**src/rtl/msxt_ram.sv**
```systemverilog
`timescale 1ns / 1ps

// Simple dual-port RAM, one write and one registered read per cycle
module msxt_ram #(
  parameter int unsigned DATA_W = 8,
  parameter int unsigned DEPTH  = 64,
  localparam int unsigned ADDR_W = (DEPTH > 1) ? $clog2(DEPTH) : 1
) (
  input  logic              clk_i,
  input  logic              we_i,
  input  logic [ADDR_W-1:0] waddr_i,
  input  logic [DATA_W-1:0] wdata_i,
  input  logic              re_i,
  input  logic [ADDR_W-1:0] raddr_i,
  output logic [DATA_W-1:0] rdata_o
);

  logic [DATA_W-1:0] mem_q [DEPTH];

  always_ff @(posedge clk_i) begin
    if (we_i) begin
      mem_q[waddr_i] <= wdata_i;
    end
    if (re_i) begin
      rdata_o <= mem_q[raddr_i];
    end
  end

endmodule

```
**config.mk**
```make
export PLATFORM = sky130hd
export DESIGN_NAME = msxt_ram
export DESIGN_NICKNAME = d
export VERILOG_FILES = /design/src/rtl/msxt_ram.sv
export SDC_FILE = /design/constraint.sdc
export NUM_CORES = 1
export LEC_CHECK = 0
export BUFFER_PORTS_ARGS = -buffer_cell sky130_fd_sc_hd__clkbuf_2
export CORE_ASPECT_RATIO = 0.7
export CORE_MARGIN = 2
export CORE_UTILIZATION = 32
export DETAILED_ROUTE_END_ITERATION = 8
export GPL_TIMING_DRIVEN = 0
export PLACE_DENSITY = 0.48
export SLEW_MARGIN = 20
export SYNTH_ARGS = -nofsm -noshare
export SYNTH_HDL_FRONTEND = slang
export SYNTH_SLANG_ARGS = --single-unit
```
**constraint.sdc**
```tcl
create_clock -name clk_i -period 2.3 [get_ports clk_i]
set_clock_uncertainty 0.2 [all_clocks]
set_input_delay 0.115 -clock clk_i [delete_from_list [all_inputs] [get_ports clk_i]]
set_output_delay 0.115 -clock clk_i [all_outputs]
set_load 0.05 [all_outputs]
```
==> summary.md <==
| Metric | Value |
|---|---|
| Outcome | `finished, violations left` |
| Violated checks | `negative setup slack` |
| Core Util, Final | `36.95%` |
| Slew margin rel. | `18.37%` |
| Max VDD drop | `492.9 uV` |
| Clk slew on worst S/H paths | `0.06 ns` |
| Data required, critical path | `2.37 ns` |
| Part of the Yosys area used for sequential elements | `77.12%` |
| Final Hold Fails | `0` |
| Post-CTS Setup Inserts | `0` |
| Layout cells sized above 1 | `27.73%` |
| Synthesized flop and latch total | `520` |
| CP max-delay cell | `mux4_2` |
| Sink Count | `520` |
| Crit path max fanout | `1` |
| # port buffers | `22` |
| Period Utilization, post-route | `102.9%` |
| Synth Flop Type | `edfxtp_1` |
| PwrDens | `839.7 nW/um^2` |
| Post-Route WL | `53.89 mm` |
| Via count | `9,819` |
| Crit path largest cell delay | `0.53 ns` |
| Max clock buf depth | `3` |
| Register area | `15,620 sq um` |
| Yosys top cell area share | `77.12%` |
| N_diodes | `0` |
| Routability cong. | `0.8001` |
| Layout Cells excl Fill | `1,882` |
| Pint | `15.23 mW` |
| Top cell by count, worst path | `mux4_2` |
| 1st-pass router iterations | `5` |
| Routed vias/inst | `5.217` |
| Sum Neg Setup Slack | `-0.1728 ns` |
| Cell taking the most area after synthesis | `edfxtp_1` |
| Worst Hold Class | `in -> reg` |
| Num ports | `31` |
| Transition time at the pin with the least slew margin | `1.224 ns` |
| Synth Instances | `940` |
| Syn_nets | `963` |
| Synth cell types | `39` |
| Largest net degree at the start of global routing | `65` |
| Fin nets | `1,039` |
| Final Hold Slack | `0.02678 ns` |
| First-pass GRT wire length | `75.58 mm` |
| Reg power frac | `54.0%` |
| Met3 track utilization from global routing | `3.805%` |
| CTS H-tree depth | `2` |
| CP Capture Type | `flip-flop` |
| Placed inst area | `21,420 sq um` |
| Area contributors post-synth | `edfxtp_1, mux4_2, nor2_1, mux2i_1, mux2_2` |
| GRT met1 Usage | `27.09%` |
| Layout area overhead | `14.62%` |
| Tot Pwr | `19.49 mW` |
| Worst Path Buf+Inv | `0` |
| Synth Warn # | `0` |
| CTS tree | `built` |
| Detailed Place HPWL | `35.29 mm` |
| Area of the multi-input gates | `4523 sq um` |
| Total track usage | `16.49%` |
| Final Cell Area | `23,210 sq um` |
| Final Max Tran Viols | `0` |
| Die Ht | `214.5 microns` |
| Clock Latency Late Sink | `0.57 ns` |
| Post-synth EDFFs | `520` |
| Fmax | `0.4227 GHz` |
| Post-Syn Area | `20,250 sq um` |
| Setup violators final | `5` |
| Count leader, synth | `edfxtp_1` |
| Number of placed cells counting well taps | `1,791` |
| Gate power share | `6.2%` |
| Critical path class | `reg -> reg` |
| Routed Antenna Nets | `0` |
| Die Area | `65,330 sq um` |
| Leak | `7.070 nW` |
| Gr ovfl total | `0` |
| FILL cells | `5,711` |
| Initial antenna violation count | `2` |
| Post-synth top cells | `edfxtp_1, mux4_2, nor2_1, mux2i_1, nand2_1` |
| FFs w/ async S/R, synth | `0%` |
| Initial Util | `32.23%` |
| Sw Pwr | `4.254 mW` |
| Critical path launch point type | `flip-flop` |
| Die Span X | `304.6 microns` |
| Drt wl/cell | `28.63 microns` |
| FP Rows | `77` |
| Tmin final | `2.366 ns` |
| DRC violations left | `0` |
| Worst EP arrival | `2.44 ns` |
| Root buffer cell | `clkbuf_16` |
| Max cap viols | `0` |
| Post-Syn Area per Cell | `21.54 sq um` |
| Place WS | `-1.183 ns` |
| M2 GR Usage | `21.64%` |
| Vias in the first global route | `9,687` |
| Crit path cell chain | `mux4_2, mux4_2, nor2_2, nor3_1, o2bb2ai_2` |
| Final setup margin | `-0.06568 ns` |
| Clock network power share | `39.7%` |
| CP delay by family, top | `multiplexers` |
| DRT iter0 DRCs | `1,166` |
| Core area | `62,820 sq um` |
| Sw Ratio | `21.83%` |
| RSZ-0062 raised after global routing | `yes` |
| CTS buffer count | `49` |
| GR peak layer | `met1` |
==> tightest hold or removal path: stages <==
cell	delay [ns]
clkbuf_2	0.13
nand4b_1	0.20
nor3_2	0.15
==> metal layers <==
layer	vias up	part of all wire [%]
met2	394	40
met1	5250	49
met5	-	0.17
met4	2	1.8
met3	71	8.6
li1	4102	-
==> final cells by class <==
class	count	area share [%]
multi-input combinational	369	19.49
buffer	50	1.542
clock inverter	27	0.9111
tap	829	4.469
sequential	520	67.28
timing repair buffer	26	0.7332
clock buffer	61	5.569
==> placed cells by master (no fill, tap or decap), drive strengths merged, types with 4 or more instances in the layout <==
cell type | netlist | final
edfxtp | 520 | 520
mux4 | 126 | 126
clkbuf | 17 | 101
nor2 | 83 | 83
buf | 34 | 31
clkinv | 0 | 24
mux2i | 23 | 23
nand2 | 19 | 19
nor2b | 14 | 14
nand3 | 13 | 13
mux2 | 13 | 13
o221ai | 8 | 8
o22ai | 8 | 8
nand2b | 7 | 7
nor3 | 7 | 7
a221oi | 6 | 6
a211oi | 4 | 4
dlygate4sd3 | 0 | 4
o21ai | 4 | 4
==> worst paths after layout <==
check / startpoint / endpoint / slack [ns] / cells past startpoint
worst max-delay path: mem_q[10][1] / rdata_o[1] / -0.07 / 5
worst min-delay path: we_i / mem_q[48][2] / 0.03 / 3
worst max register to register: mem_q[10][1] / rdata_o[1] / -0.07 / 5
worst min register to register: mem_q[6][7] / rdata_o[7] / 0.85 / 4
==> registers in the layout, indices dropped and copies added, names as in the netlist <==
signal / cells
mem_q: 512
rdata_o: 8
==> cell families after synthesis <==
group	Yosys count	synth area share (%)
simple gates	153	3.374
mux	162	15.88
flops	520	77.12
compound gates	54	2.064
buf+inv	51	1.563
==> power groups by stage <==
stage	Clock (mW)	Combinational, mW	Sequential [mW]
6_report	7.74	1.21	10.5
5_1_grt	8.30	1.28	10.5
4_1_cts	7.91	1.20	10.5
3_5_place_dp	0	1.15	10.7
3_3_place_gp	0	1.13	10.7
2_1_floorplan	0	0.559	10.8
==> what timing repair did <==
| item | 4_1_cts | 5_1_grt |
|---|---|---|
| endpoints found under the hold margin | 19 | 2 |
| endpoints found under the setup margin | 8 | 15 |
| hold buffers | 3 | 1 |
| pin swaps | 4 | 2 |
| gates resized for setup | 44 | 18 |
Power figures use the tool's default switching activity.
